<file path="config.mk">
export PLATFORM = sky130hd
export DESIGN_NAME = pcx_rle_image_decoder
export DESIGN_NICKNAME = d
export VERILOG_FILES = /design/src/sv/pcxd_pkg.sv /design/src/sv/pcxd_datapath.sv /design/src/sv/pcxd_ctrl.sv /design/src/sv/pcx_rle_image_decoder.sv
export VERILOG_INCLUDE_DIRS = /design/src /design/src/sv
export SDC_FILE = /design/constraint.sdc
export NUM_CORES = 1
export LEC_CHECK = 0
export BUFFER_PORTS_ARGS = -buffer_cell sky130_fd_sc_hd__clkbuf_2
export CORE_MARGIN = 2
export CORE_UTILIZATION = 40
export CTS_CLUSTER_DIAMETER = 30
export CTS_CLUSTER_SIZE = 20
export DETAILED_ROUTE_END_ITERATION = 8
export SLEW_MARGIN = 0
export SYNTH_ARGS = -nofsm -noshare
export SYNTH_HDL_FRONTEND = slang
export SYNTH_HIERARCHICAL = 1
export SYNTH_SLANG_ARGS = --single-unit
</file>
<file path="constraint.sdc">
create_clock -name clock -period 4.7 [get_ports clock]
set_input_delay 0.235 -clock clock [delete_from_list [all_inputs] [get_ports clock]]
set_output_delay 0.235 -clock clock [all_outputs]
set_load 0.01 [all_outputs]
</file>
<file path="src/sv/assert_macros.svh">
// Assertion macros shared by the decoder RTL.
// Depends on nothing; the including scope supplies clock and reset.
`ifndef ASSERT_MACROS_SVH
`define ASSERT_MACROS_SVH

// checked only outside reset
`define PCXD_ASSERT(label, prop) \
   label: assert property (@(posedge clock) disable iff (reset) (prop)) \
      else $error("pcxd assertion failed");

// checked at every edge, reset included
`define PCXD_ASSERT_ALWAYS(label, prop) \
   label: assert property (@(posedge clock) (prop)) \
      else $error("pcxd assertion failed");

`endif

</file>
<file path="src/sv/pcxd_pkg.sv">
// Package for the PCX run-length decoder: constants, codes and the
// command/status structs between controller and datapath. No dependencies.
package pcxd_pkg;

   localparam int MAX_WIDTH     = 320;
   localparam int MAX_HEIGHT    = 400;
   localparam int LINE_BYTES    = 80;
   localparam int PALETTE_BYTES = 768;
   localparam int HEADER_BYTES  = 128;
   localparam int TALL_LIMIT    = 200;
   localparam int PAGE_TALL     = 400;
   localparam int PAGE_SHORT    = 200;

   localparam int BYTE_W    = 8;
   localparam int EDGE_W    = 16;
   localparam int SIZE_W    = 18;
   localparam int DIM_W     = 9;
   localparam int RUN_W     = 6;
   localparam int HCOUNT_W  = 7;
   localparam int PAL_W     = 10;
   localparam int ADDR_W    = 16;
   localparam int ROWPAGE_W = 10;
   localparam int PROD_W    = 17;
   localparam int MASK_W    = 4;

   localparam logic [BYTE_W-1:0] RUN_FLAGS   = 8'hC0;
   localparam logic [BYTE_W-1:0] MARKER_BYTE = 8'd12;
   localparam logic [BYTE_W-1:0] MAKER_ID    = 8'd10;
   localparam logic [BYTE_W-1:0] VERSION_ID  = 8'd5;
   localparam logic [BYTE_W-1:0] ENCODING_ID = 8'd1;
   localparam logic [BYTE_W-1:0] BITS_ID     = 8'd8;
   localparam logic [BYTE_W-1:0] PLANES_ID   = 8'd1;

   // header byte positions
   localparam logic [HCOUNT_W-1:0] HP_MAKER     = 7'd0;
   localparam logic [HCOUNT_W-1:0] HP_VERSION   = 7'd1;
   localparam logic [HCOUNT_W-1:0] HP_ENCODING  = 7'd2;
   localparam logic [HCOUNT_W-1:0] HP_BITS      = 7'd3;
   localparam logic [HCOUNT_W-1:0] HP_LEFT_LO   = 7'd4;
   localparam logic [HCOUNT_W-1:0] HP_LEFT_HI   = 7'd5;
   localparam logic [HCOUNT_W-1:0] HP_TOP_LO    = 7'd6;
   localparam logic [HCOUNT_W-1:0] HP_TOP_HI    = 7'd7;
   localparam logic [HCOUNT_W-1:0] HP_RIGHT_LO  = 7'd8;
   localparam logic [HCOUNT_W-1:0] HP_RIGHT_HI  = 7'd9;
   localparam logic [HCOUNT_W-1:0] HP_BOTTOM_LO = 7'd10;
   localparam logic [HCOUNT_W-1:0] HP_BOTTOM_HI = 7'd11;
   localparam logic [HCOUNT_W-1:0] HP_PLANES    = 7'd65;
   localparam logic [HCOUNT_W-1:0] HP_LAST      = HCOUNT_W'(HEADER_BYTES - 1);

   typedef enum logic [1:0] {
      KIND_MODE    = 2'd0,
      KIND_PIXEL   = 2'd1,
      KIND_PALETTE = 2'd2,
      KIND_FINAL   = 2'd3
   } kind_type;

   typedef enum logic [2:0] {
      ST_OK           = 3'd0,
      ST_SHORT_HEADER = 3'd1,
      ST_BAD_FORMAT   = 3'd2,
      ST_READ_ERROR   = 3'd3,
      ST_NO_PALETTE   = 3'd4,
      ST_TOO_LARGE    = 3'd5
   } status_type;

   typedef enum logic [4:0] {
      PH_HEADER  = 5'b00001,
      PH_PIXELS  = 5'b00010,
      PH_MARKER  = 5'b00100,
      PH_PALETTE = 5'b01000,
      PH_DONE    = 5'b10000
   } phase_type;

   typedef enum logic [6:0] {
      S_IDLE      = 7'b0000001,
      S_EXEC      = 7'b0000010,
      S_HDR_CALC  = 7'b0000100,
      S_HDR_CHECK = 7'b0001000,
      S_RUN       = 7'b0010000,
      S_EOB       = 7'b0100000,
      S_PAL_END   = 7'b1000000
   } ctrl_state_type;

   typedef struct packed {
      logic       capture;
      logic       hdr_byte;
      logic       hdr_calc;
      logic       hdr_load;
      logic       run_arm;
      logic       run_clear;
      logic       run_load_lit;
      logic       run_load_len;
      logic       pix_write;
      logic       eob;
      logic       pal_clear;
      logic       pal_inc;
      logic       emit;
      kind_type   kind;
      status_type status;
      logic       last;
   } dp_cmd_type;

   typedef struct packed {
      logic eof;
      logic run_byte;
      logic marker;
      logic run_pending;
      logic run_len_zero;
      logic run_left_one;
      logic hdr_last;
      logic format_ok;
      logic too_big;
      logic empty;
      logic col_wrap;
      logic row_end;
      logic pal_last;
      logic out_free;
   } dp_stat_type;

endpackage

</file>
<file path="src/sv/pcxd_datapath.sv">
// Datapath of the PCX decoder: item capture, header fields, run and pixel
// counters, palette count and the result register. Depends on pcxd_pkg.
module pcxd_datapath
   import pcxd_pkg::*;
(
   input  logic                  clock,
   input  logic                  reset,
   input  logic                  req_type,
   input  logic [BYTE_W-1:0]     req_byte_value,
   input  dp_cmd_type            cmd,
   output dp_stat_type           stat,
   input  logic                  rsp_stall,
   output logic                  rsp_valid,
   output logic [1:0]            rsp_kind,
   output logic [MASK_W-1:0]     rsp_plane_mask,
   output logic [ADDR_W-1:0]     rsp_address,
   output logic [BYTE_W-1:0]     rsp_value,
   output logic [PAL_W-1:0]      rsp_palette_index,
   output logic [2:0]            rsp_status,
   output logic                  rsp_last
);

   localparam logic signed [SIZE_W-1:0] MAX_W_S = SIZE_W'(MAX_WIDTH);
   localparam logic signed [SIZE_W-1:0] MAX_H_S = SIZE_W'(MAX_HEIGHT);
   localparam logic signed [SIZE_W-1:0] TALL_S  = SIZE_W'(TALL_LIMIT);
   localparam logic signed [SIZE_W-1:0] ONE_S   = SIZE_W'(1);

   logic                     eof_ff;
   logic [BYTE_W-1:0]        byte_ff;
   logic [HCOUNT_W-1:0]      hdr_count_ff, hdr_count_in;
   logic                     format_ok_ff, format_ok_in;
   logic [EDGE_W-1:0]        left_ff, left_in, top_ff, top_in;
   logic [EDGE_W-1:0]        right_ff, right_in, bottom_ff, bottom_in;
   logic signed [SIZE_W-1:0] width_ff, width_in, height_ff, height_in;
   logic [DIM_W-1:0]         image_width_ff, image_width_in;
   logic [DIM_W-1:0]         image_height_ff, image_height_in;
   logic                     tall_ff, tall_in;
   logic [DIM_W-1:0]         row_ff, row_in, col_ff, col_in;
   logic                     run_pending_ff, run_pending_in;
   logic [RUN_W-1:0]         run_length_ff, run_length_in;
   logic [RUN_W-1:0]         run_left_ff, run_left_in;
   logic [PAL_W-1:0]         pal_count_ff, pal_count_in;

   logic                     rsp_valid_ff, rsp_valid_in;
   kind_type                 rsp_kind_ff;
   logic [MASK_W-1:0]        rsp_mask_ff;
   logic [ADDR_W-1:0]        rsp_address_ff;
   logic [BYTE_W-1:0]        rsp_value_ff;
   logic [PAL_W-1:0]         rsp_index_ff;
   status_type               rsp_status_ff;
   logic                     rsp_last_ff;

   logic signed [SIZE_W-1:0] left_s, top_s, right_s, bottom_s;
   logic                     tall_cond;
   logic [DIM_W-1:0]         row_next;
   logic [PAL_W-1:0]         pal_next;
   logic [ROWPAGE_W-1:0]     row_page;
   logic [PROD_W-1:0]        addr_full;
   logic [BYTE_W-1:0]        value_sel;

   assign left_s   = {{(SIZE_W-EDGE_W){left_ff[EDGE_W-1]}}, left_ff};
   assign top_s    = {{(SIZE_W-EDGE_W){top_ff[EDGE_W-1]}}, top_ff};
   assign right_s  = {{(SIZE_W-EDGE_W){right_ff[EDGE_W-1]}}, right_ff};
   assign bottom_s = {{(SIZE_W-EDGE_W){bottom_ff[EDGE_W-1]}}, bottom_ff};

   assign tall_cond = height_ff > TALL_S;
   assign row_next  = row_ff + DIM_W'(1);
   assign pal_next  = pal_count_ff + PAL_W'(1);
   assign row_page  = ROWPAGE_W'(row_ff)
                    + (tall_ff ? ROWPAGE_W'(PAGE_TALL) : ROWPAGE_W'(PAGE_SHORT));
   assign addr_full = PROD_W'(row_page) * PROD_W'(LINE_BYTES)
                    + PROD_W'(col_ff[DIM_W-1:2]);

   assign stat.eof          = eof_ff;
   assign stat.run_byte     = (byte_ff & RUN_FLAGS) == RUN_FLAGS;
   assign stat.marker       = byte_ff == MARKER_BYTE;
   assign stat.run_pending  = run_pending_ff;
   assign stat.run_len_zero = run_length_ff == '0;
   assign stat.run_left_one = run_left_ff == RUN_W'(1);
   assign stat.hdr_last     = hdr_count_ff == HP_LAST;
   assign stat.format_ok    = format_ok_ff;
   assign stat.too_big      = (width_ff > MAX_W_S) || (height_ff > MAX_H_S);
   assign stat.empty        = (width_ff < ONE_S) || (height_ff < ONE_S);
   assign stat.col_wrap     = col_ff >= image_width_ff;
   assign stat.row_end      = row_next >= image_height_ff;
   assign stat.pal_last     = pal_next >= PAL_W'(PALETTE_BYTES);
   assign stat.out_free     = !rsp_valid_ff || !rsp_stall;

   // header fields
   always_comb begin
      hdr_count_in = hdr_count_ff;
      format_ok_in = format_ok_ff;
      left_in      = left_ff;
      top_in       = top_ff;
      right_in     = right_ff;
      bottom_in    = bottom_ff;
      width_in     = width_ff;
      height_in    = height_ff;
      if (cmd.hdr_byte) begin
         hdr_count_in = hdr_count_ff + HCOUNT_W'(1);
         unique case (hdr_count_ff)
            HP_MAKER:     if (byte_ff != MAKER_ID) format_ok_in = 1'b0;
            HP_VERSION:   if (byte_ff != VERSION_ID) format_ok_in = 1'b0;
            HP_ENCODING:  if (byte_ff != ENCODING_ID) format_ok_in = 1'b0;
            HP_BITS:      if (byte_ff != BITS_ID) format_ok_in = 1'b0;
            HP_PLANES:    if (byte_ff != PLANES_ID) format_ok_in = 1'b0;
            HP_LEFT_LO:   left_in[7:0]    = byte_ff;
            HP_LEFT_HI:   left_in[15:8]   = byte_ff;
            HP_TOP_LO:    top_in[7:0]     = byte_ff;
            HP_TOP_HI:    top_in[15:8]    = byte_ff;
            HP_RIGHT_LO:  right_in[7:0]   = byte_ff;
            HP_RIGHT_HI:  right_in[15:8]  = byte_ff;
            HP_BOTTOM_LO: bottom_in[7:0]  = byte_ff;
            HP_BOTTOM_HI: bottom_in[15:8] = byte_ff;
            default: ;
         endcase
      end
      if (cmd.hdr_calc) begin
         width_in  = right_s - left_s + ONE_S;
         height_in = bottom_s - top_s + ONE_S;
      end
   end

   // image geometry, run and palette counters
   always_comb begin
      image_width_in  = image_width_ff;
      image_height_in = image_height_ff;
      tall_in         = tall_ff;
      row_in          = row_ff;
      col_in          = col_ff;
      run_pending_in  = run_pending_ff;
      run_length_in   = run_length_ff;
      run_left_in     = run_left_ff;
      pal_count_in    = pal_count_ff;
      if (cmd.hdr_load) begin
         image_width_in  = (width_ff < ONE_S) ? '0 : width_ff[DIM_W-1:0];
         image_height_in = (height_ff < ONE_S) ? '0 : height_ff[DIM_W-1:0];
         tall_in         = tall_cond;
         row_in          = '0;
         col_in          = '0;
         run_pending_in  = 1'b0;
      end
      if (cmd.run_arm) begin
         run_pending_in = 1'b1;
         run_length_in  = byte_ff[RUN_W-1:0];
      end
      if (cmd.run_clear) run_pending_in = 1'b0;
      if (cmd.run_load_lit) run_left_in = RUN_W'(1);
      if (cmd.run_load_len) run_left_in = run_length_ff;
      if (cmd.pix_write) begin
         col_in      = col_ff + DIM_W'(1);
         run_left_in = run_left_ff - RUN_W'(1);
      end
      if (cmd.eob && stat.col_wrap) begin
         col_in = '0;
         row_in = row_next;
      end
      if (cmd.pal_clear) pal_count_in = '0;
      if (cmd.pal_inc) pal_count_in = pal_next;
   end

   always_comb begin
      unique case (cmd.kind)
         KIND_MODE:    value_sel = BYTE_W'(tall_cond);
         KIND_PIXEL:   value_sel = byte_ff;
         KIND_PALETTE: value_sel = {2'b00, byte_ff[BYTE_W-1:2]};
         KIND_FINAL:   value_sel = '0;
         default:      value_sel = '0;
      endcase
   end

   assign rsp_valid_in = cmd.emit || (rsp_valid_ff && rsp_stall);

   always_ff @(posedge clock) begin
      if (reset) begin
         hdr_count_ff    <= '0;
         format_ok_ff    <= 1'b1;
         left_ff         <= '0;
         top_ff          <= '0;
         right_ff        <= '0;
         bottom_ff       <= '0;
         width_ff        <= '0;
         height_ff       <= '0;
         image_width_ff  <= '0;
         image_height_ff <= '0;
         tall_ff         <= 1'b0;
         row_ff          <= '0;
         col_ff          <= '0;
         run_pending_ff  <= 1'b0;
         run_length_ff   <= '0;
         run_left_ff     <= '0;
         pal_count_ff    <= '0;
         rsp_valid_ff    <= 1'b0;
      end else begin
         hdr_count_ff    <= hdr_count_in;
         format_ok_ff    <= format_ok_in;
         left_ff         <= left_in;
         top_ff          <= top_in;
         right_ff        <= right_in;
         bottom_ff       <= bottom_in;
         width_ff        <= width_in;
         height_ff       <= height_in;
         image_width_ff  <= image_width_in;
         image_height_ff <= image_height_in;
         tall_ff         <= tall_in;
         row_ff          <= row_in;
         col_ff          <= col_in;
         run_pending_ff  <= run_pending_in;
         run_length_ff   <= run_length_in;
         run_left_ff     <= run_left_in;
         pal_count_ff    <= pal_count_in;
         rsp_valid_ff    <= rsp_valid_in;
      end
   end

   always_ff @(posedge clock) begin
      if (cmd.capture) begin
         eof_ff  <= req_type;
         byte_ff <= req_byte_value;
      end
      if (cmd.emit) begin
         rsp_kind_ff    <= cmd.kind;
         rsp_mask_ff    <= (cmd.kind == KIND_PIXEL)
                           ? MASK_W'(4'b0001 << col_ff[1:0]) : '0;
         rsp_address_ff <= (cmd.kind == KIND_PIXEL) ? addr_full[ADDR_W-1:0] : '0;
         rsp_value_ff   <= value_sel;
         rsp_index_ff   <= (cmd.kind == KIND_PALETTE) ? pal_count_ff : '0;
         rsp_status_ff  <= (cmd.kind == KIND_FINAL) ? cmd.status : ST_OK;
         rsp_last_ff    <= cmd.last;
      end
   end

   assign rsp_valid         = rsp_valid_ff;
   assign rsp_kind          = rsp_kind_ff;
   assign rsp_plane_mask    = rsp_mask_ff;
   assign rsp_address       = rsp_address_ff;
   assign rsp_value         = rsp_value_ff;
   assign rsp_palette_index = rsp_index_ff;
   assign rsp_status        = rsp_status_ff;
   assign rsp_last          = rsp_last_ff;

endmodule

</file>
<file path="src/sv/pcxd_ctrl.sv">
// Controller of the PCX decoder: file phase and per-item sequencer that
// drives the datapath commands. Depends on pcxd_pkg.
module pcxd_ctrl
   import pcxd_pkg::*;
(
   input  logic        clock,
   input  logic        reset,
   input  logic        req_valid,
   output logic        req_stall,
   input  dp_stat_type stat,
   output dp_cmd_type  cmd
);

   ctrl_state_type state_ff, state_in;
   phase_type      phase_ff, phase_in;
   logic           fin_req;
   status_type     fin_status;

   always_comb begin
      cmd        = '0;
      cmd.kind   = KIND_MODE;
      cmd.status = ST_OK;
      state_in   = state_ff;
      phase_in   = phase_ff;
      fin_req    = 1'b0;
      fin_status = ST_OK;
      req_stall  = 1'b1;

      unique case (state_ff)
         S_IDLE: begin
            req_stall = 1'b0;
            if (req_valid) begin
               cmd.capture = 1'b1;
               state_in    = S_EXEC;
            end
         end
         S_EXEC: begin
            unique case (phase_ff)
               PH_HEADER: begin
                  if (stat.eof) begin
                     fin_req    = 1'b1;
                     fin_status = ST_SHORT_HEADER;
                  end else begin
                     cmd.hdr_byte = 1'b1;
                     state_in     = stat.hdr_last ? S_HDR_CALC : S_IDLE;
                  end
               end
               PH_PIXELS: begin
                  priority if (stat.eof) begin
                     fin_req    = 1'b1;
                     fin_status = ST_READ_ERROR;
                  end else if (stat.run_pending) begin
                     cmd.run_clear    = 1'b1;
                     cmd.run_load_len = 1'b1;
                     state_in         = stat.run_len_zero ? S_EOB : S_RUN;
                  end else if (stat.run_byte) begin
                     cmd.run_arm = 1'b1;
                     state_in    = S_IDLE;
                  end else begin
                     cmd.run_load_lit = 1'b1;
                     state_in         = S_RUN;
                  end
               end
               PH_MARKER: begin
                  priority if (stat.eof) begin
                     fin_req    = 1'b1;
                     fin_status = ST_NO_PALETTE;
                  end else if (stat.marker) begin
                     cmd.pal_clear = 1'b1;
                     phase_in      = PH_PALETTE;
                     state_in      = S_IDLE;
                  end else begin
                     fin_req    = 1'b1;
                     fin_status = ST_OK;
                  end
               end
               PH_PALETTE: begin
                  if (stat.eof) begin
                     fin_req    = 1'b1;
                     fin_status = ST_READ_ERROR;
                  end else if (stat.out_free) begin
                     cmd.emit    = 1'b1;
                     cmd.kind    = KIND_PALETTE;
                     cmd.last    = !stat.pal_last;
                     cmd.pal_inc = 1'b1;
                     state_in    = stat.pal_last ? S_PAL_END : S_IDLE;
                  end
               end
               PH_DONE: state_in = S_IDLE;
               default: state_in = S_IDLE;
            endcase
         end
         S_HDR_CALC: begin
            cmd.hdr_calc = 1'b1;
            state_in     = S_HDR_CHECK;
         end
         S_HDR_CHECK: begin
            priority if (!stat.format_ok) begin
               fin_req    = 1'b1;
               fin_status = ST_BAD_FORMAT;
            end else if (stat.too_big) begin
               fin_req    = 1'b1;
               fin_status = ST_TOO_LARGE;
            end else if (stat.out_free) begin
               cmd.emit     = 1'b1;
               cmd.kind     = KIND_MODE;
               cmd.last     = 1'b1;
               cmd.hdr_load = 1'b1;
               phase_in     = stat.empty ? PH_MARKER : PH_PIXELS;
               state_in     = S_IDLE;
            end
         end
         S_RUN: begin
            if (stat.out_free) begin
               cmd.emit      = 1'b1;
               cmd.kind      = KIND_PIXEL;
               cmd.last      = stat.run_left_one;
               cmd.pix_write = 1'b1;
               if (stat.run_left_one) state_in = S_EOB;
            end
         end
         S_EOB: begin
            cmd.eob = 1'b1;
            if (stat.col_wrap && stat.row_end) phase_in = PH_MARKER;
            state_in = S_IDLE;
         end
         S_PAL_END: begin
            fin_req    = 1'b1;
            fin_status = ST_OK;
         end
         default: state_in = S_IDLE;
      endcase

      // final status: one transfer, then everything later is dropped
      if (fin_req && stat.out_free) begin
         cmd.emit   = 1'b1;
         cmd.kind   = KIND_FINAL;
         cmd.status = fin_status;
         cmd.last   = 1'b1;
         phase_in   = PH_DONE;
         state_in   = S_IDLE;
      end
   end

   always_ff @(posedge clock) begin
      if (reset) begin
         state_ff <= S_IDLE;
         phase_ff <= PH_HEADER;
      end else begin
         state_ff <= state_in;
         phase_ff <= phase_in;
      end
   end

endmodule

</file>
<file path="src/sv/pcx_rle_image_decoder.sv">
// PCX 8-bit run-length decoder, one file byte per input transfer plus an
// end-of-file transfer. Results leave through one output register, one
// transfer per cycle at most. Each item is accepted, then decoded; a byte
// that writes pixels then passes the pixel sequencer (one write per cycle
// while the result channel is not stalled) and an end-of-byte step, the
// last header byte an edge subtract, then a range check, and the last palette
// byte its entry, then the final status. A stalled result channel holds them.
// Depends on pcxd_pkg, pcxd_ctrl, pcxd_datapath.
`include "assert_macros.svh"

module pcx_rle_image_decoder
   import pcxd_pkg::*;
(
   input  logic              clock,
   input  logic              reset,
   input  logic              req_valid,
   output logic              req_stall,
   input  logic              req_type,
   input  logic [BYTE_W-1:0] req_byte_value,
   output logic              rsp_valid,
   input  logic              rsp_stall,
   output logic [1:0]        rsp_kind,
   output logic [MASK_W-1:0] rsp_plane_mask,
   output logic [ADDR_W-1:0] rsp_address,
   output logic [BYTE_W-1:0] rsp_value,
   output logic [PAL_W-1:0]  rsp_palette_index,
   output logic [2:0]        rsp_status,
   output logic              rsp_last
);

   dp_cmd_type  cmd;
   dp_stat_type stat;

   pcxd_ctrl u_ctrl (
      .clock     (clock),
      .reset     (reset),
      .req_valid (req_valid),
      .req_stall (req_stall),
      .stat      (stat),
      .cmd       (cmd)
   );

   pcxd_datapath u_datapath (
      .clock             (clock),
      .reset             (reset),
      .req_type          (req_type),
      .req_byte_value    (req_byte_value),
      .cmd               (cmd),
      .stat              (stat),
      .rsp_stall         (rsp_stall),
      .rsp_valid         (rsp_valid),
      .rsp_kind          (rsp_kind),
      .rsp_plane_mask    (rsp_plane_mask),
      .rsp_address       (rsp_address),
      .rsp_value         (rsp_value),
      .rsp_palette_index (rsp_palette_index),
      .rsp_status        (rsp_status),
      .rsp_last          (rsp_last)
   );

   `PCXD_ASSERT(a_emit_needs_room, cmd.emit |-> stat.out_free)
   `PCXD_ASSERT(a_no_emit_when_accepting, !req_stall |-> !cmd.emit)
   `PCXD_ASSERT(a_pixel_one_plane, (rsp_valid && rsp_kind == KIND_PIXEL) |-> $onehot(rsp_plane_mask))
   `PCXD_ASSERT_ALWAYS(a_empty_after_reset, reset |=> !rsp_valid)

endmodule
</file>
* Word level (Yosys, flattened, before mapping)
Cells that the tools add are included.
** Word-level totals
- Word-level logic and storage cells :: 259
- Bits in registers :: 234
- Bits of input ports :: 13
- Output and inout port bits :: 46
** Cells by class
- Order comparisons :: 8
- Reduce and logical (&&, ||, !) cells :: 41
- Shift operators :: 1
- Bitwise operators :: 1
- Multiply operators :: 1
- Equal/unequal tests :: 61
- Mux-type cells :: 101
- Add/subtract/negate cells :: 11
** Operators by type and width (number)
- $mux 7 :: 15
- $mux 9 :: 6
- $mux 5 :: 9
- $pmux 7 s6 :: 1
- $mux 1 :: 37
- $add 18x2->18 const B :: 2
- $gt 18x10->1 const B :: 2
- $lt 18x2->1 const B :: 2
- $eq 7x3->1 const B :: 5
- $eq 7x4->1 const B :: 5
- $sub 16x16->17 :: 2
- $pmux 8 s4 :: 1
- $pmux 7 s4 :: 1
- $mux 3 :: 9
- $mux 4 :: 6
- $mux 6 :: 4
- $eq 7x2->1 const B :: 3
- $eq 7x7->1 const B :: 3
- $mux 10 :: 2
- $add 9x1->9 const B :: 2
- $ge 9x9->1 :: 2
- $gt 18x9->1 const B :: 1
- $ne 2x1->1 const B :: 9
- $ne 3x3->1 const B :: 6
- 48 further kinds :: 90

* Longest topological paths before layout
Gate-level depths: netlist of the first run.
- Depth in word-level cells :: 10
- Gate-level depth with buffers :: 15
- Gate-level depth less buffers :: 15

* Cells and area by module
The synthesis of the first run kept the hierarchy.
** Modules (own cells, without submodules)
- pcxd_datapath :: times used 1, cells each 1345, sequential area each 4974.8 um2, area each 12235.5 um2
- pcxd_ctrl :: times used 1, cells each 156, sequential area each 240.2 um2, area each 1093.5 um2

* Least setup slack after synthesis of the first run
No wires, ideal clock.
- Path kind :: register -> register
- From :: register u_datapath.height_ff[0]
- To :: register u_datapath.rsp_address_ff[0], in the netlist u_datapath/rsp_address[0], enable pin
- Slack :: 0.491 ns
- Arrival :: 3.439 ns
- Data required time :: 3.930 ns
- Stages on the path, launching flop included :: 10
- Cells stage by stage :: dfxtp_1 -> or4_1 -> a211o_1 -> a31oi_1 -> o22ai_1 -> nand2b_1 -> a32oi_1 -> o32a_1 -> clkbuf_1 -> nand4_1
** RTL lines
- start, declared :: RTL line pcxd_datapath.sv:34 : logic signed [SIZE_W-1:0] width_ff, width_in, height_ff, height_in;
- start signal, assigned :: RTL line pcxd_datapath.sv:202 : height_ff <= height_in;
- end signal, assigned :: RTL line pcxd_datapath.sv:225 : rsp_address_ff <= (cmd.kind == KIND_PIXEL) ? addr_full[ADDR_W-1:0] : '0;
- end, declared :: RTL line pcxd_datapath.sv:47 : logic [ADDR_W-1:0] rsp_address_ff;

* Final worst setup path of the first run
- From :: register u_datapath.tall_ff
- To :: register u_datapath.rsp_address_ff[15], in the netlist u_datapath/rsp_address[15], data pin
** Between the ends
- Longest elaborated chain between the ends :: 4
** RTL lines
- start, declared :: RTL line pcxd_datapath.sv:37 : logic tall_ff, tall_in;
- start signal, assigned :: RTL line pcxd_datapath.sv:205 : tall_ff <= tall_in;
- $mux 9 :: RTL line pcxd_datapath.sv:70 : + (tall_ff ? ROWPAGE_W'(PAGE_TALL) : ROWPAGE_W'(PAGE_SHORT));
- $add 9x10->10 :: RTL line pcxd_datapath.sv:70
- $mul 10x3->12 :: RTL line pcxd_datapath.sv:71 : assign addr_full = PROD_W'(row_page) * PROD_W'(LINE_BYTES)
- $add 16x7->16 :: RTL line pcxd_datapath.sv:72 : + PROD_W'(col_ff[DIM_W-1:2]);
No other way between the ends.
A chain may end at the register's enable or synchronous reset.

==> impl_metrics.yaml, run 1 <==
cts:
  cts_tree: "yes"
  root_buffer: "clkbuf_16"
  post_cts_buffers: 0
  cts_hold_buf: 10
  cts_buffers: 52
  worstSkewPairLatency_ns: 0.55
  clkSinkCount: 234
  ctsLongestPathBuffers: 3
  cts-resized-gates: 0
  clk_pin_slew_ns: 0.05
  htreeDepth: 2
floorplanning:
  dieArea_um2: 34800
  die_w_um: 187
  dieHeight_um: 187
  rows: 66
  initial_utilization: 0.408
  coreArea_um2: 32700
  ios: 59
yosys:
  syn_nets: 1631
  synth_cells: 1501
  ys_seq_area_frac: 0.391
  yosys_warnings: 6
  synth-edff-count: 53
  syn_area_um2: 13300
  syn_avg_cell_area_um2: 8.88
  ys_ff_latch: 234
  async_flop_share: 0
  synthFlopType: "dfxtp_1"
  ys_types: 83
detailed_routing:
  wl_um: 31600
  drtIter0Drc: 638
  post_drt_wl_per_cell_um: 15.4
  vias_per_cell: 5.27
  num_vias: 10800
  ant_nets: 0
  route.detailed.drc: 0
  dr.pass1.iters: 7
setup_path:
  crit_slowest_cell: "dfxtp_1"
  cp_common_cell: "ha_1"
  arrival_ns: 4.12
  crit_fanout: 5
  crit_cells: 14
  required_ns: 4.97
  r2r_cells: 14
  crit_path_end_kind: "register"
  max_stage_delay_ns: 0.42
  path_buf_inv: 1
  worstSetupPathType: "reg2reg"
  worstSetupStartpointType: "register"
  cp_top_family: "adder cells"
  worstPathCellList: "inv_1, ha_1, fa_1, a31oi_1, xor2_1, ha_1, ha_1, nand3_1, o2111ai_1, xor2_1, nand4_1, nor4_2, xnor2_1, nor2_1"
sta:
  clock_skew_ns: 0.0134
  fmax_mhz: 260
  setup-tns-final_ns: 0
  relSlewSlack: 0.270
  holdWs_ns: 0.0846
  max_slew.worst_pin.slew_ns: 1.09
  min_period_over_period: 0.818
  rsz0062_at_grt: "false"
  hold_viol_final: 0
  slew_violations: 0
  fin_ws_ns: 0.854
  finalSetupViolations: 0
  period_minus_slack_ns: 3.85
final_layout:
  n_antenna_cell: 0
  syn2layout_area_growth_pct: 18.7
  seqCellArea_um2: 5220
  utilization: 0.484
  fin_area_um2: 15800
  drive_above_1_share: 0.119
  layout.nets: 1690
  final_cell_mix: "181 x dfxtp_1, 172 x nor2_1, 112 x ha_1"
  nFillCells: 3099
  layout_commonest_cell: "dfxtp_1"
  multi_input_area_um2: 7450
grt:
  grt.overflow.total: 0
  grt_max_degree: 115
  antenna_found_initial: 0
  grt_pass1_wl_um: 52200
  grt_pass1_vias: 10400
  grt_use_total: 0.180
place:
  io_buffers: 58
  dp_slack_ns: 0.844
  gp_congestion: 0.841
  placed_area_um2: 14000
  dpl.hpwl_um: 22000
worst_hold_path:
  hold_path_class: "in2reg"
  min_delay_path_depth: 3
power_and_ir_drop:
  p_per_area_nw_per_um2: 366
  worst_ir_drop_vdd_v: 0.000426
  leakage_nw: 6.26
run_status:
  outcome: "complete, no violations"
run:
  cap_violations: 0
## layer usage
| metal | GRT usage | vias to the layer above | wire length [µm] |
|---|---|---|---|
| met5 | 0 | - | 0 |
| met4 | 0.0617 | 0 | 746 |
| met3 | 0.0322 | 63 | 1430 |
| met2 | 0.287 | 235 | 14100 |
| met1 | 0.247 | 5012 | 15300 |
| li1 | - | 5465 | - |
## per-stage QoR
step	total power, W	cells
finish	0.00579	2044
global route	0.00597	2044
CTS	0.00585	2044
detailed placement	0.00225	1938
global placement	0.00225	1938
floorplan	0.00220	1501
## final timing paths
check / start / endpoint / slack [ns]
worst max-delay path: u_datapath/tall_ff / u_datapath/rsp_address[15] / 0.85
worst min-delay path: req_valid / u_ctrl/state_ff[0] / 0.08
worst max register to register: u_datapath/tall_ff / u_datapath/rsp_address[15] / 0.85
worst min register to register: u_datapath/bottom_ff[1] / u_datapath/bottom_ff[1] / 0.45
## Yosys cell counts (all sizes together), types with 7 or more instances
library cell	n	area share
dfxtp	181	0.27
buf	17	0.0079
a21oi	108	0.041
and3	21	0.0099
nor3	38	0.015
xor2	25	0.016
a22o	8	0.0053
inv	91	0.026
a21o	12	0.0068
a211oi	10	0.0056
a31oi	12	0.0056
o22ai	7	0.0033
nand4	16	0.0075
and2	29	0.014
o21ai	59	0.022
nor3b	10	0.0056
ha	112	0.11
nor4	9	0.0047
mux2i	79	0.059
nand3	71	0.027
or4	7	0.0042
xnor2	28	0.018
nor2b	24	0.012
or3	11	0.0053
nand2b	18	0.0084
edfxtp	53	0.12
clkbuf	59	0.017
o211ai	8	0.0045
nor2	173	0.049
nand2	104	0.030
## worst min-delay path, cell delays in order
cell and delay, ns:
clkbuf_2 0.10, nor2_1 0.14, a211o_1 0.12
## power breakdown
group | leakage [nW] | internal, W | switching [W]
sequential | 1.95 | 0.00207 | 0.0000353
clock | 0.826 | 0.00236 | 0.00121
combinational | 3.48 | 0.0000366 | 0.0000781
total | 6.26 | 0.00447 | 0.00132
## registers in the layout, summed over array words and instances, names as in the netlist, 16 cells and up
name	flops
u_datapath/top_ff	16
u_datapath/rsp_address	16
u_datapath/bottom_ff	16
u_datapath/right_ff	16
u_datapath/width_ff	18
u_datapath/left_ff	16
u_datapath/height_ff	18
## area by class of cell
type,instances,area share
Clock buffer,59,0.0878
Tap cell,442,0.0350
Timing Repair Buffer,81,0.0318
Clock inverter,37,0.0231
Inverter,91,0.0216
Sequential cell,234,0.330
Multi-Input combinational cell,1100,0.471
## kinds of logic (layout without fill, tap and decap cells)
family	Yosys count	after routing	synth area share
simple gates	558	558	0.208
compound gates	289	289	0.139
flops	234	234	0.391
buf+inv	167	268	0.0501
fa+ha+maj	117	117	0.113
mux	82	82	0.0619
xor+xnor	54	54	0.0366
Power figures use the tool's default switching activity.
==> run 2: changes to the inputs <==
==> constraint.sdc (replaced) <==
create_clock -name clock -period 3.8 [get_ports clock]
set_input_delay 0.19 -clock clock [delete_from_list [all_inputs] [get_ports clock]]
set_output_delay 0.19 -clock clock [all_outputs]
set_load 0.01 [all_outputs]
==> run 2 against run 1 <==
- critical path depth stayed put
- via count is 1.5% higher
- core utilization is 0.67 points higher
- die area stayed put
- fmax is 9.2% higher
- global-route usage is 0.31 points higher
- count of clock-buffer cells in the layout is 4 higher
- clock skew is 0.015 ns higher
- largest cell class unchanged
==> impl_metrics.yaml, run 2 (synthesized netlist as in run 1, its figures left out) <==
run_status:
  outcome: "complete, no violations"
detailed_routing:
  vias_per_cell: 5.32
  num_vias: 10900
  wl_um: 31900
  route.detailed.drc: 0
  ant_nets: 0
  dr.pass1.iters: 5
  drtIter0Drc: 663
  post_drt_wl_per_cell_um: 15.5
place:
  placed_area_um2: 14100
  io_buffers: 58
  dpl.hpwl_um: 22500
  dp_slack_ns: 0.136
  gp_congestion: 0.865
setup_path:
  crit_path_end_kind: "register"
  cp_top_family: "adder cells"
  worstPathCellList: "inv_1, ha_1, fa_1, a31oi_2, xor2_1, ha_1, ha_4, nand3_1, o2111ai_1, xor2_1, nand4_1, nor4_2, xnor2_1, nor2_1"
  crit_fanout: 5
  worstSetupStartpointType: "register"
  worstSetupPathType: "reg2reg"
  path_buf_inv: 1
  arrival_ns: 3.78
  crit_slowest_cell: "fa_1"
  max_stage_delay_ns: 0.43
  required_ns: 4.06
final_layout:
  utilization: 0.491
  syn2layout_area_growth_pct: 20.3
  top_regs: "u_datapath/height_ff x18, u_datapath/width_ff x18"
  layout.nets: 1703
  nFillCells: 3093
  final_cell_mix: "181 x dfxtp_1, 172 x nor2_1, 111 x ha_1"
  fin_area_um2: 16000
  n_antenna_cell: 0
  layout_commonest_cell: "dfxtp_1"
  drive_above_1_share: 0.125
sta:
  finalSetupViolations: 0
  period_minus_slack_ns: 3.52
  clock_skew_ns: 0.0285
  fmax_mhz: 284
  min_period_over_period: 0.927
  max_slew.worst_pin.slew_ns: 1.03
  hold_viol_final: 0
  slew_violations: 0
  setup-tns-final_ns: 0
  fin_ws_ns: 0.278
  holdWs_ns: 0.135
  relSlewSlack: 0.313
  rsz0062_at_grt: "false"
floorplanning:
  rows: 66
  initial_utilization: 0.408
  die_w_um: 187
  coreArea_um2: 32700
  ios: 59
  dieArea_um2: 34800
  dieHeight_um: 187
grt:
  grt.overflow.total: 0
  grt_max_degree: 84
  grt_pass1_wl_um: 52900
  grt_pass1_vias: 10400
  grt_use_total: 0.183
  antenna_found_initial: 0
cts:
  cts_tree: "yes"
  root_buffer: "clkbuf_16"
  worstSkewPairLatency_ns: 0.55
  clk_pin_slew_ns: 0.04
  htreeDepth: 2
  ctsLongestPathBuffers: 3
  cts_buffers: 51
  clkSinkCount: 234
power_and_ir_drop:
  p_per_area_nw_per_um2: 460
  internal-power_w: 0.00580
  comb_power_share: 0.025
  seqPwrFrac: 0.350
  worst_ir_drop_vdd_v: 0.000447
  clockPowerShare: 0.625
  swShare: 0.213
  switchingPower_w: 0.00157
  leakage_nw: 6.39
run:
  cap_violations: 0
worst_hold_path:
  hold_path_class: "in2reg"
[run 2: what timing repair did]
item,in CTS,in global routing
hold endpoints to repair,11,0
setup buffers,0,0
setup endpoints to repair,0,12
hold buffers,11,0
gates resized for setup,0,5
[run 2: path summary, 6_finish.rpt]
check	startpoint	to	slack [ns]	depth (start not counted)
setup / recovery	u_datapath/tall_ff	u_datapath/rsp_address[15]	0.28	14
hold / removal	reset	u_datapath/run_left_ff[5]	0.14	2
setup reg to reg	u_datapath/tall_ff	u_datapath/rsp_address[15]	0.28	14
hold reg to reg	u_datapath/right_ff[8]	u_datapath/right_ff[8]	0.46	2
[run 2: worst reg2reg max path, stage by stage (launching register included)]
cell and delay, ns:
dfxtp_1 0.31, inv_1 0.06, ha_1 0.23, fa_1 0.43
a31oi_2 0.23, xor2_1 0.22, ha_1 0.29, ha_4 0.30
nand3_1 0.09, o2111ai_1 0.23, xor2_1 0.24, nand4_1 0.21
nor4_2 0.22, xnor2_1 0.15, nor2_1 0.05
[run 2: power by group through the flow]
stage	sequential [W]	clock, W	combinational, W
floorplan	0.00263	0	0.0000987
global placement	0.00263	0	0.000175
global route	0.00258	0.00483	0.000199
CTS	0.00258	0.00470	0.000185
finish	0.00258	0.00461	0.000184
detailed placement	0.00263	0	0.000175
[run 2: cell type report]
class	instances	area, µm²	area share
clock buffer	63	1420	0.0882
tap	442	553	0.0345
timing repair buffer	95	623	0.0388
sequential	234	5220	0.325
inverter	91	342	0.0213
multi-input combinational	1100	7490	0.467
clock inverter	32	404	0.0252
[run 2: per-stage QoR]
step | total power [W] | instances
final | 0.00737 | 2057
after global routing | 0.00761 | 2057
after CTS | 0.00746 | 2057
after detailed placement | 0.00280 | 1951
after global placement | 0.00280 | 1951
after floorplan | 0.00272 | 1501
[run 2: routing by layer]
layer | track usage | up-vias | part of all wire
li1 | - | 5498 | -
met2 | 0.299 | 244 | 0.46
met1 | 0.248 | 5145 | 0.47
met4 | 0.0540 | 0 | 0.020
met5 | 0 | - | 0
met3 | 0.0340 | 48 | 0.048
==> run 3: changes to the inputs <==
--- a/config.mk
+++ b/config.mk
@@ -7,11 +7,14 @@
 export NUM_CORES = 1
 export LEC_CHECK = 0
 export BUFFER_PORTS_ARGS = -buffer_cell sky130_fd_sc_hd__clkbuf_2
+export CELL_PAD_IN_SITES_DETAIL_PLACEMENT = 0
+export CELL_PAD_IN_SITES_GLOBAL_PLACEMENT = 2
 export CORE_MARGIN = 2
-export CORE_UTILIZATION = 40
+export CORE_UTILIZATION = 39
 export CTS_CLUSTER_DIAMETER = 30
 export CTS_CLUSTER_SIZE = 20
 export DETAILED_ROUTE_END_ITERATION = 8
+export PLACE_DENSITY_LB_ADDON = 0.1
 export SLEW_MARGIN = 0
 export SYNTH_ARGS = -nofsm -noshare
 export SYNTH_HDL_FRONTEND = slang
==> run 3 against run 2 <==
- critical endpoint unchanged
- cell count grew 2.1%
- combinational power is 2% higher
- core utilization rose by 0.30 points
- routed wire length grew 9.4%
- count of clock-buffer cells in the layout increased by 36
- non-clock buffer count is 5 higher
==> impl_metrics.yaml, run 3 (synthesized netlist as in run 1, its figures left out) <==
run_status:
  outcome: "complete, no violations"
detailed_routing:
  dr.pass1.iters: 5
  post_drt_wl_per_cell_um: 16.6
  wl_um: 34900
  route.detailed.drc: 0
  ant_nets: 0
  vias_per_cell: 5.21
  num_vias: 11000
  drtIter0Drc: 629
power_and_ir_drop:
  p_total_w: 0.00839
  leakage_nw: 6.70
  worst_ir_drop_vdd_v: 0.000372
  p_per_area_nw_per_um2: 505
sta:
  relSlewSlack: 0.347
  fmax_mhz: 287
  clock_skew_ns: 0.0266
  rsz0062_at_grt: "false"
  setup-tns-final_ns: 0
  finalSetupViolations: 0
  period_minus_slack_ns: 3.49
  min_period_over_period: 0.918
  hold_viol_final: 0
  slew_violations: 0
  max_slew.worst_pin.slew_ns: 0.976
place:
  io_buffers: 58
  gp_congestion: 0.782
  dp_cells: 1962
  dpl.hpwl_um: 24400
  placed_area_um2: 14100
floorplanning:
  coreArea_um2: 33600
  initial_utilization: 0.397
  rows: 67
  dieHeight_um: 189
  dieArea_um2: 35700
  die_w_um: 189
  ios: 59
cts:
  worstSkewPairLatency_ns: 0.56
  clkSinkCount: 234
  ctsLongestPathBuffers: 3
  htreeDepth: 3
  clk_pin_slew_ns: 0.04
  cts_tree: "yes"
  root_buffer: "clkbuf_16"
  cts_buffers: 70
final_layout:
  final_cell_mix: "181 x dfxtp_1, 172 x nor2_1, 111 x ha_1"
  fin_area_um2: 16600
  syn2layout_area_growth_pct: 24.5
  layout.nets: 1727
  n_antenna_cell: 0
  utilization: 0.494
  final_cells: 2101
  nFillCells: 3219
  layout_commonest_cell: "dfxtp_1"
  top_regs: "u_datapath/height_ff x18, u_datapath/width_ff x18"
  drive_above_1_share: 0.142
setup_path:
  worstSetupStartpointType: "register"
  r2r_cells: 14
  worstPathCellList: "inv_1, ha_1, fa_1, a31oi_2, xor2_1, ha_1, ha_4, nand3_1, o2111ai_2, xor2_2, nand4_1, nor4_2, xnor2_1, nor2_1"
  crit_cells: 14
  crit_slowest_cell: "fa_1"
  cp_common_cell: "ha_1"
  arrival_ns: 3.77
  path_buf_inv: 1
  max_stage_delay_ns: 0.42
  crit_path_end_kind: "register"
  required_ns: 4.08
  crit_fanout: 5
  cp_top_family: "adder cells"
  worstSetupPathType: "reg2reg"
run:
  cap_violations: 0
grt:
  antenna_found_initial: 0
  met3_usage: 0.0376
  grt_use_met1: 0.265
  grt.overflow.total: 0
  grt.busiest_layer: "met2"
  met2_usage: 0.321
  grt_max_degree: 125
  grt_pass1_wl_um: 56700
  grt_use_total: 0.198
  grt_pass1_vias: 10700
worst_hold_path:
  hold_path_class: "in2reg"
  min_delay_path_depth: 2
run 3: cell count changes in the layout (fill, tap and decap cells not counted), moves of 5 or more:
cell,change
clkbuf_1,+9
clkbuf_16,+18
buf_4,+5
clkbuf_8,+9
clkinv_2,+11
clkinv_4,-5
run 3: per-stage QoR:
| stage | hold WS [ns] | setup slack (ns) |
|---|---|---|
| after floorplan | 0.259 | -0.164 |
| after global placement | 0.367 | 0.125 |
| after detailed placement | 0.369 | 0.0562 |
| after CTS | 0.0125 | 0.0480 |
| after global routing | 0.0584 | 0.0331 |
| final | 0.0152 | 0.310 |
run 3: area by class of cell:
type / instances / area (µm²) / share of cell area
inverter: 91 / 342 / 0.0206
clock buffer: 99 / 2020 / 0.122
tap: 448 / 561 / 0.0338
timing repair buffer: 100 / 652 / 0.0393
sequential: 234 / 5220 / 0.314
multi-input combinational: 1100 / 7500 / 0.452
clock inverter: 29 / 299 / 0.0180
run 3: timing repair:
action,CTS,global route
endpoints found under the setup margin,0,4
hold buffers,11,0
hold endpoints to repair,11,0
buffers inserted,0,0
gates resized for setup,0,6
run 3: metal layers:
layer  vias to the layer above  wire length, µm  share of wire
met5                         -                0              0
met4                         0              573          0.016
met3                        46             1390          0.040
met2                       189            16100           0.46
met1                      5159            16900           0.48
li1                       5559                -              -
run 3: worst reg2reg max path, cell delays in order, from the launching register on:
cell	delay [ns]
dfxtp_1	0.31
inv_1	0.06
ha_1	0.23
fa_1	0.42
a31oi_2	0.22
xor2_1	0.23
ha_1	0.30
ha_4	0.30
nand3_1	0.10
o2111ai_2	0.23
xor2_2	0.19
nand4_1	0.20
nor4_2	0.21
xnor2_1	0.15
nor2_1	0.06
run 3: power breakdown:
group          total (W)  leakage (nW)  internal (W)  switching (W)
clock            0.00561          1.15       0.00399        0.00162
sequential       0.00258          1.95       0.00257      0.0000134
combinational   0.000188          3.59     0.0000555       0.000133
run 3: path summary, 6_finish.rpt:
| path | startpoint | end | slack (ns) |
|---|---|---|---|
| setup / recovery | u_datapath/tall_ff | u_datapath/rsp_address[15] | 0.31 |
| hold / removal | reset | u_datapath/rsp_valid | 0.02 |
| setup reg to reg | u_datapath/tall_ff | u_datapath/rsp_address[15] | 0.31 |
| hold reg to reg | u_datapath/bottom_ff[2] | u_datapath/bottom_ff[2] | 0.46 |
